--- src/posting_list_next_geq_assert.svh ---
// Assertion macros for the posting list search block.
// Included by the modules that carry concurrent checks; no other dependencies.
`ifndef POSTING_LIST_NEXT_GEQ_ASSERT_SVH
`define POSTING_LIST_NEXT_GEQ_ASSERT_SVH

// Same-cycle implication, disabled during reset.
`define PLNG_ASSERT_IMP(label, clk, rst, ante, cons, msg) \
   label: assert property (@(posedge clk) disable iff (rst) (ante) |-> (cons)) \
      else $error(msg);

// Next-cycle implication, disabled during reset.
`define PLNG_ASSERT_NXT(label, clk, rst, ante, cons, msg) \
   label: assert property (@(posedge clk) disable iff (rst) (ante) |=> (cons)) \
      else $error(msg);

`endif

--- src/plng_pkg.sv ---
// Shared types and constants for the posting list search block.
// No dependencies; used by plng_ctrl, plng_dpath and posting_list_next_geq.
`default_nettype none

package plng_pkg;

   // Default geometry
   localparam int BLOCK_SIZE_DEF = 128;
   localparam int MAX_BLOCKS_DEF = 64;
   localparam int ID_WIDTH_DEF   = 32;

   // Fixed field widths
   localparam int FUNC_W     = 2;
   localparam int POSITION_W = 13;
   localparam int DOC_ID_W   = 32;
   localparam int FREQ_W     = 16;
   localparam int CSR_IDX_W  = 2;
   localparam int CSR_DATA_W = 8;
   localparam int BCOUNT_W   = 7;
   localparam int LFILL_W    = 8;

   // Function codes
   localparam logic [FUNC_W-1:0] FUNC_LOAD_POST = 2'd0;
   localparam logic [FUNC_W-1:0] FUNC_LOAD_END  = 2'd1;
   localparam logic [FUNC_W-1:0] FUNC_QUERY     = 2'd2;

   // Register indexes
   localparam logic [CSR_IDX_W-1:0] CSR_BLOCK_COUNT = 2'd0;
   localparam logic [CSR_IDX_W-1:0] CSR_LAST_FILL   = 2'd1;

   // Register reset values
   localparam logic [BCOUNT_W-1:0] BCOUNT_RESET = 7'd1;
   localparam logic [LFILL_W-1:0]  LFILL_RESET  = 8'd128;

   typedef struct packed {
      logic [FUNC_W-1:0]     func;
      logic [POSITION_W-1:0] position;
      logic [DOC_ID_W-1:0]   doc_id;
      logic [FREQ_W-1:0]     freq_in;
   } req_type;

   typedef struct packed {
      logic [DOC_ID_W-1:0] next_doc;
      logic                found;
      logic                exact;
      logic [FREQ_W-1:0]   freq_out;
   } rsp_type;

   typedef enum logic [2:0] {
      ST_IDLE,
      ST_O_RD,
      ST_O_CMP,
      ST_I_RD,
      ST_I_CMP,
      ST_EMIT
   } state_type;

   // Outcome of one search step against the probed entry
   typedef enum logic [1:0] {
      STEP_HIT,
      STEP_RIGHT,
      STEP_STOP,
      STEP_LEFT
   } step_type;

   typedef struct packed {
      logic accept;
      logic o_read;
      logic o_step;
      logic i_read;
      logic i_step;
      logic miss;
      logic emit;
   } cmd_type;

   typedef struct packed {
      logic     o_empty;
      logic     i_empty;
      step_type step;
      logic     out_free;
   } status_type;

endpackage

`default_nettype wire

--- src/plng_ctrl.sv ---
// Sequencer for the two nested binary searches of the posting list block.
// Depends on plng_pkg and posting_list_next_geq_assert.svh.
`default_nettype none

`include "posting_list_next_geq_assert.svh"

module plng_ctrl (
   input  logic                           clock,
   input  logic                           reset,
   input  logic                           req_valid,
   input  logic [plng_pkg::FUNC_W-1:0]    req_func,
   output logic                           req_stall,
   input  plng_pkg::status_type           status,
   output plng_pkg::cmd_type              cmd
);

   plng_pkg::state_type state_ff;
   plng_pkg::state_type state_in;

   // State register
   always_ff @(posedge clock) begin
      if (reset) begin
         state_ff <= plng_pkg::ST_IDLE;
      end else begin
         state_ff <= state_in;
      end
   end

   // Next state and commands
   always_comb begin
      state_in  = state_ff;
      cmd       = '0;
      req_stall = (state_ff != plng_pkg::ST_IDLE);
      case (state_ff)
         plng_pkg::ST_IDLE: begin
            if (req_valid) begin
               cmd.accept = 1'b1;
               if (req_func == plng_pkg::FUNC_QUERY) begin
                  state_in = plng_pkg::ST_O_RD;
               end
            end
         end
         plng_pkg::ST_O_RD: begin
            if (status.o_empty) begin
               cmd.miss = 1'b1;
               state_in = plng_pkg::ST_EMIT;
            end else begin
               cmd.o_read = 1'b1;
               state_in   = plng_pkg::ST_O_CMP;
            end
         end
         plng_pkg::ST_O_CMP: begin
            cmd.o_step = 1'b1;
            case (status.step)
               plng_pkg::STEP_HIT:  state_in = plng_pkg::ST_EMIT;
               plng_pkg::STEP_STOP: state_in = plng_pkg::ST_I_RD;
               default:             state_in = plng_pkg::ST_O_RD;
            endcase
         end
         plng_pkg::ST_I_RD: begin
            if (status.i_empty) begin
               cmd.miss = 1'b1;
               state_in = plng_pkg::ST_EMIT;
            end else begin
               cmd.i_read = 1'b1;
               state_in   = plng_pkg::ST_I_CMP;
            end
         end
         plng_pkg::ST_I_CMP: begin
            cmd.i_step = 1'b1;
            case (status.step)
               plng_pkg::STEP_HIT:  state_in = plng_pkg::ST_EMIT;
               plng_pkg::STEP_STOP: state_in = plng_pkg::ST_EMIT;
               default:             state_in = plng_pkg::ST_I_RD;
            endcase
         end
         plng_pkg::ST_EMIT: begin
            if (status.out_free) begin
               cmd.emit = 1'b1;
               state_in = plng_pkg::ST_IDLE;
            end
         end
         default: begin
            state_in = plng_pkg::ST_IDLE;
         end
      endcase
   end

   // Checks on the search sequence
   `PLNG_ASSERT_NXT(a_query_starts, clock, reset,
      cmd.accept && (req_func == plng_pkg::FUNC_QUERY), state_ff == plng_pkg::ST_O_RD,
      "query transaction did not start the block search")
   `PLNG_ASSERT_IMP(a_ocmp_after_read, clock, reset,
      state_ff == plng_pkg::ST_O_CMP, $past(state_ff) == plng_pkg::ST_O_RD,
      "block compare without a block read")
   `PLNG_ASSERT_IMP(a_icmp_after_read, clock, reset,
      state_ff == plng_pkg::ST_I_CMP, $past(state_ff) == plng_pkg::ST_I_RD,
      "entry compare without an entry read")
   `PLNG_ASSERT_IMP(a_inner_entry, clock, reset,
      state_ff == plng_pkg::ST_I_RD,
      ($past(state_ff) == plng_pkg::ST_O_CMP) || ($past(state_ff) == plng_pkg::ST_I_CMP),
      "entry search entered from a wrong state")
   `PLNG_ASSERT_NXT(a_emit_to_idle, clock, reset,
      cmd.emit, state_ff == plng_pkg::ST_IDLE,
      "result handoff did not return to idle")

endmodule

`default_nettype wire

--- config.mk ---
export PLATFORM = sky130hd
export DESIGN_NAME = plng_ctrl
export DESIGN_NICKNAME = d
export VERILOG_FILES = /design/src/plng_pkg.sv /design/src/plng_ctrl.sv
export VERILOG_INCLUDE_DIRS = /design/src /design/src/src
export SDC_FILE = /design/constraint.sdc
export NUM_CORES = 1
export LEC_CHECK = 0
export ABC_CLOCK_PERIOD_IN_PS = 1400
export BUFFER_PORTS_ARGS = -buffer_cell sky130_fd_sc_hd__buf_2
export CORE_AREA = 2 2 39 41
export CTS_CLUSTER_DIAMETER = 80
export DETAILED_ROUTE_END_ITERATION = 6
export DIE_AREA = 0 0 41 43
export PLACE_DENSITY = 0.54
export SLEW_MARGIN = 20
export SYNTH_ARGS = -nofsm -noshare
export SYNTH_HDL_FRONTEND = slang
export SYNTH_SLANG_ARGS = --single-unit
--- constraint.sdc ---
create_clock -name clock -period 1.4 [get_ports clock]
set_input_delay 0.07 -clock clock [delete_from_list [all_inputs] [get_ports clock]]
set_output_delay 0.07 -clock clock [all_outputs]
set_load 0.02 [all_outputs]
==> impl_metrics.py, run 1 <==
metrics = {
    "power_and_ir_drop": {
        "p_clk_share_pct": 42.4,
        "power_density_nw_per_um2": 801,
        "vdd_drop_max_uv": 263,
        "switching_share_pct": 30.7,
        "p_leak_uw": 0.000226,
        "power.switching_uw": 111,
        "pwr-share-comb_pct": 29.1,
        "seqPwrFrac_pct": 28.5,
        "intPower_uw": 251,
    },
    "placed_design": {
        "portBuffers": 17,
        "gp_congestion": 0.651,
        "hpwl_um": 548,
        "place_area_um2": 402,
        "dp.cells": 66,
    },
    "outcome": {
        "status": "complete, no violations",
    },
    "layout": {
        "diodes": 0,
        "drive_gt1_share_pct": 58.9,
        "area_growth_pct": 46.7,
        "finalNetCount": 67,
        "top_regs": "state_ff: 3 flops",
        "largest_reg_flops": 3,
        "fin_cells": 72,
        "regMostFlops": "state_ff",
        "multiInputGateArea_um2": 218,
        "fillCellCount": 158,
        "regArea_um2": 66.3,
        "finish.instance_area_um2": 452,
    },
    "global_routing": {
        "grt_usage_pct": 8.83,
        "grt_pass1_wl_mm": 1.06,
        "grt_overflow_total": 0,
        "antenna_found_initial": 0,
        "grt_max_degree": 14,
        "grt_pass1_vias": 272,
    },
    "clock_network": {
        "clk_pin_slew_worst_paths_ns": 0.04,
        "cts_buffers": 3,
        "cts.sinks": 3,
        "insertion_delay_ns": 0.23,
        "cts_root_buffer": "clkbuf_4",
        "cts_tree": "yes",
        "ctsLongestPathBuffers": 2,
        "cts_hold_buf": 0,
        "cts_max_level": 1,
    },
    "critical_path": {
        "max_stage_delay_ns": 0.35,
        "r2r_end": "state_ff[0]",
        "crit_path_max_fanout": 6,
        "worstPathArrival_ns": 1.28,
        "cp-endpoint": "cmd[5]",
        "critical-path-slowest-cell": "dfxtp_4",
        "endpoint_kind": "primary output",
        "r2r_start": "state_ff[1]",
        "critPathRequiredTime_ns": 1.33,
        "cp-start-kind": "register",
        "rrSetupSlack_ns": 0.14,
        "startpoint": "state_ff[1]",
        "rr_worst_depth": 4,
        "crit_chain": "nand2b_1 -> or3_4 -> inv_1 -> buf_4",
        "path_class": "register to primary output",
    },
    "min_path": {
        "hp-class": "primary input to register",
        "hold_start": "reset",
    },
    "flow_run": {
        "drv_cap": 0,
    },
    "detailed_routing": {
        "via_per_inst": 4.35,
        "drt_wl_total_um": 723,
        "wl_per_cell_um": 10.0,
        "dr.pass1.iters": 2,
        "vias": 313,
        "drt_iter0_drc": 7,
        "ant_nets": 0,
        "drc": 0,
    },
    "logic_synthesis": {
        "synthCells": 35,
        "syn_nets": 45,
        "ys_seq_area_share_pct": 19.5,
        "syn-cell-area_um2": 308,
        "synth_commonest_cells": "3 x dfxtp_1, 3 x inv_1, 3 x nor3b_1",
        "synth-main-ff-cell": "dfxtp_1",
        "synth_area_leaders": "dfxtp_1 20%, nand4bb_1 7.3%, nor3b_1 7.3%, or3_4 7.3%, a2111oi_2 4.9%",
        "synth-edff-count": 0,
        "synth_top_cell_by_area": "dfxtp_1",
        "synthArstFlopShare_pct": 0,
        "synth_cell_types": 24,
        "syn_area_per_cell_um2": 8.79,
        "yosysWarnings": 0,
        "synth_top_area_share_pct": 19.5,
        "ys_ff_latch": 3,
    },
    "die": {
        "dieArea_um2": 1760,
        "core_um2": 1380,
        "pin_count": 18,
        "fp-row-count": 14,
        "die_width_um": 41,
        "initial_core_util_pct": 22.2,
        "floorplan.die.height_um": 43,
    },
    "sta": {
        "drv_slew": 0,
        "rsz0062_at_grt": "no",
        "worstMarginPinSlew_ns": 0.238,
        "finalSetupTns_ns": 0,
        "layout_min_cycle_time_ns": 1.35,
        "timing.final.crit_share_pct": 96.2,
        "max_freq_mhz": 743,
        "final-setup-viol-count": 0,
        "hold_viol_final": 0,
        "fin_skew_ns": 0.00603,
        "maxSlewHeadroom_pct": 84.1,
    },
}
-- power groups by stage --
stage	Sequential, uW	Combinational, uW	Clock [uW]
after floorplan	95.3	78.2	0
after CTS	105	104	157
final	103	105	153
after detailed placement	106	102	0
after global routing	105	114	156
after global placement	105	102	0
-- metrics by stage --
stage | hold WS (ns) | setup slack (ns) | total power (uW) | utilization [%]
after floorplan | 0.139 | 0.143 | 173 | -
after global placement | 0.278 | 0.101 | 208 | 29.0
after detailed placement | 0.281 | 0.0820 | 207 | 29.0
after CTS | 0.0283 | 0.0154 | 365 | 31.3
after global routing | 0.0384 | 0.0162 | 376 | 32.6
final | 0.0292 | 0.0534 | 362 | 32.6
-- worst max-delay path: cells and delay by family, from the launching register on --
family | cells | cell delay, ns
buffers and inverters | 2 | 0.19
flip-flops | 1 | 0.35
AND/OR/NAND/NOR | 2 | 0.50
-- worst min path at each step --
stage	to	depth (start not counted)
after floorplan	state_ff[1]	1
after global placement	state_ff[1]	2
after detailed placement	state_ff[1]	2
after CTS	state_ff[1]	2
after global routing	state_ff[1]	2
final	state_ff[1]	2
-- kinds of logic after synthesis --
family,synth area share (%)
and+or+nand+nor,41.9
muxes,3.25
AOI/OAI and AO/OA,24.0
DFF,19.5
buffers and inverters,11.4
-- per-layer routing --
layer	share of wire, %	track usage, %	wire length (um)	vias up
met5	0	0	0	-
met2	41	10.9	298	11
met1	52	12.2	375	132
li1	-	-	-	170
met3	6.8	1.57	49	0
met4	0	8.00	0	0
-- cells in the final DEF (no fill, tap or decap), types with 2 or more instances in the layout --
master,Yosys,layout
buf_2,1,16
buf_4,1,4
clkbuf_4,0,3
dfxtp_2,0,2
inv_1,3,3
nand2b_1,2,2
nand4bb_1,2,2
nor2_1,2,2
nor3b_1,3,2
o21ai_0,2,2
or3_4,2,2
-- layout make-up --
| type | instances | area share (%) |
|---|---|---|
| Clock buffer | 4 | 5.82 |
| Inverter | 3 | 2.49 |
| Sequential cell | 3 | 14.7 |
| Timing Repair Buffer | 20 | 24.4 |
| Multi-Input combinational cell | 26 | 48.2 |
| Tap cell | 16 | 4.43 |
-- what timing repair did --
item                       in CTS  in global routing
gates resized for setup         3                  2
buffers inserted                0                  2
setup endpoints to repair       1                  3
Note: power is estimated with default switching activity, not from simulation.
==> run 2: changes to the inputs <==
ABC_AREA = 1   (was unset)
PLACE_DENSITY = 0.5   (was 0.54)
==> run 2 against run 1 <==
  * Fmax increased by 9.3%
  * Final cell count increased by 17%
  * Setup slack improved by 0.11 ns
  * Critical endpoint unchanged
  * Combinational power increased by 51%
  * Largest power group is now combinational cells
==> impl_metrics.py, run 2 <==
metrics = {
    "outcome": {
        "status": "complete, no violations",
    },
    "critical_path": {
        "path_class": "register to primary output",
        "r2r_start": "state_ff[1]",
        "endpoint_kind": "primary output",
        "rr_worst_depth": 6,
        "crit_path_max_fanout": 7,
        "rrSetupSlack_ns": 0.39,
        "path_buf_inv": 3,
        "max_stage_delay_ns": 0.32,
        "crit_chain": "inv_2 -> nand3_1 -> or2_1 -> inv_1 -> buf_2",
        "r2r_end": "state_ff[2]",
        "worstPathArrival_ns": 1.16,
        "critical-path-slowest-cell": "dfxtp_1",
        "critPathRequiredTime_ns": 1.33,
        "crit_family": "flip-flops",
        "cp-start-kind": "register",
    },
    "clock_network": {
        "clk_pin_slew_worst_paths_ns": 0.04,
        "cts_max_level": 1,
        "cts_tree": "yes",
        "cts_buffers": 3,
        "cts_root_buffer": "clkbuf_4",
        "cts_hold_buf": 0,
        "cts.sinks": 3,
        "insertion_delay_ns": 0.23,
        "ctsLongestPathBuffers": 2,
    },
    "layout": {
        "mostFrequentLayoutCells": "17 x buf_2, 10 x nor2_1, 8 x nand2_1",
        "drive_gt1_share_pct": 36.8,
        "finalNetCount": 79,
        "regMostFlops": "state_ff",
        "fillCellCount": 175,
        "final_common_cell": "buf_2",
        "largest_reg_flops": 3,
        "diodes": 0,
        "top_regs": "state_ff: 3 flops",
        "area_growth_pct": 45.5,
    },
    "global_routing": {
        "grt_pass1_wl_mm": 1.04,
        "grt_pass1_vias": 287,
        "grt_max_degree": 11,
        "grt_overflow_total": 0,
        "grt_usage_pct": 9.13,
        "antenna_found_initial": 0,
    },
    "logic_synthesis": {
        "synth_commonest_cells": "10 x nor2_1, 8 x nand2_1, 7 x inv_1, 7 x nand3_1, 3 x dfxtp_1",
        "synth-main-ff-cell": "dfxtp_1",
        "synthArstFlopShare_pct": 0,
        "ys_ff_latch": 3,
        "yosysWarnings": 0,
        "syn-cell-area_um2": 267,
        "ys_seq_area_share_pct": 22.5,
        "synth_top_cell_by_area": "dfxtp_1",
        "synth_cell_types": 15,
        "synth_top_area_share_pct": 22.5,
        "syn_nets": 58,
        "synth-edff-count": 0,
        "syn_area_per_cell_um2": 5.55,
        "synth_area_leaders": "dfxtp_1 23%, nor2_1 14%, nand3_1 13%, nand2_1 11%, inv_1 9.9%",
        "synth.most_common_cell": "nor2_1",
        "synthCells": 48,
    },
    "placed_design": {
        "portBuffers": 17,
        "hpwl_um": 549,
        "gp_congestion": 0.741,
    },
    "min_path": {
        "hold_depth": 2,
        "hold_start": "reset",
        "min_to": "state_ff[0]",
        "hp-class": "primary input to register",
    },
    "detailed_routing": {
        "drt_iter0_drc": 7,
        "wl_per_cell_um": 7.88,
        "vias": 344,
        "via_per_inst": 4.10,
        "drt_wl_total_um": 662,
        "drc": 0,
        "dr.pass1.iters": 3,
        "ant_nets": 0,
    },
    "sta": {
        "finalSetupTns_ns": 0,
        "worstMarginPinSlew_ns": 0.211,
        "drv_slew": 0,
        "fin_skew_ns": 0.00375,
        "max_freq_mhz": 812,
        "layout_min_cycle_time_ns": 1.23,
        "maxSlewHeadroom_pct": 85.9,
        "timing.final.crit_share_pct": 88.0,
        "hold_viol_final": 0,
        "fin_hold_ws_ns": 0.0193,
        "final-setup-viol-count": 0,
        "rsz0062_at_grt": "no",
    },
    "die": {
        "initial_core_util_pct": 19.3,
        "core_um2": 1380,
        "floorplan.die.height_um": 43,
        "fp-row-count": 14,
        "die_width_um": 41,
        "dieArea_um2": 1760,
        "pin_count": 18,
    },
    "flow_run": {
        "drv_cap": 0,
    },
    "power_and_ir_drop": {
        "power_density_nw_per_um2": 1100,
        "vdd_drop_max_uv": 383,
        "p_leak_uw": 0.000236,
    },
}
[run 2: changes by cell type after synthesis, sizes merged, moves of 3 or more]
cell and change:
nor2 +8, nand2 +7, nand3 +7, inv +6, nor3b -3
[run 2: worst max path at each step]
| stage | startpoint | end | slack, ns | cells past startpoint |
|---|---|---|---|---|
| floorplan | state_ff[0] | state_ff[2] | 0.24 | 6 |
| global placement | state_ff[0] | cmd[5] | 0.32 | 4 |
| detailed placement | state_ff[0] | state_ff[1] | 0.32 | 7 |
| CTS | state_ff[0] | cmd[5] | 0.06 | 4 |
| global route | state_ff[2] | cmd[5] | 0.09 | 5 |
| finish | state_ff[2] | cmd[5] | 0.17 | 5 |
[run 2: power breakdown]
part / internal [uW] / switching (uW) / total, uW
Sequential: 99.0 / 20.8 / 120
Combinational: 59.7 / 99.5 / 159
Clock: 107 / 41.3 / 148
[run 2: repair_timing]
item                                    4_1_cts  5_1_grt
endpoints found under the setup margin        0        1
resized for setup                             0        1
buffers inserted                              0        0
[run 2: layout make-up]
class	instances	area (um2)	area share [%]
repair buffers	17	85.1	21.9
multi-input cells	34	158	40.6
clock buffers	4	26.3	6.77
inverters	10	37.5	9.68
well taps	16	20.0	5.16
flip-flops and latches	3	61.3	15.8
[run 2: layer usage]
metal	part of all wire (%)	global-route usage (%)	vias up
met5	0	0	-
met4	0	8.00	0
met3	8.8	4.71	0
met2	48	12.8	10
met1	43	9.29	143
li1	-	-	191
[run 2: logic make-up after synthesis]
| kind of cell | count (synthesis) | synth area share [%] |
|---|---|---|
| flops | 3 | 22.5 |
| buf+inv | 11 | 18.3 |
| compound gates | 4 | 7.51 |
| simple gates | 30 | 51.6 |
[run 2: worst reg2reg max path, delay by kind of cell (launching register included)]
kind / cells / cell delay, ns
DFF: 1 / 0.42
buffers and inverters: 1 / 0.08
AOI/OAI and AO/OA: 2 / 0.23
and+or+nand+nor: 3 / 0.21
[run 2: stage by stage]
stage,instance area (um2),power [uW],utilization [%],worst slack [ns],instances
after global placement,360,281,26.0,0.315,80
after global routing,388,471,28.0,0.0890,84
after detailed placement,360,282,26.0,0.317,80
after CTS,387,437,27.9,0.0576,84
after floorplan,267,237,-,0.235,48
final,388,427,28.0,0.168,84
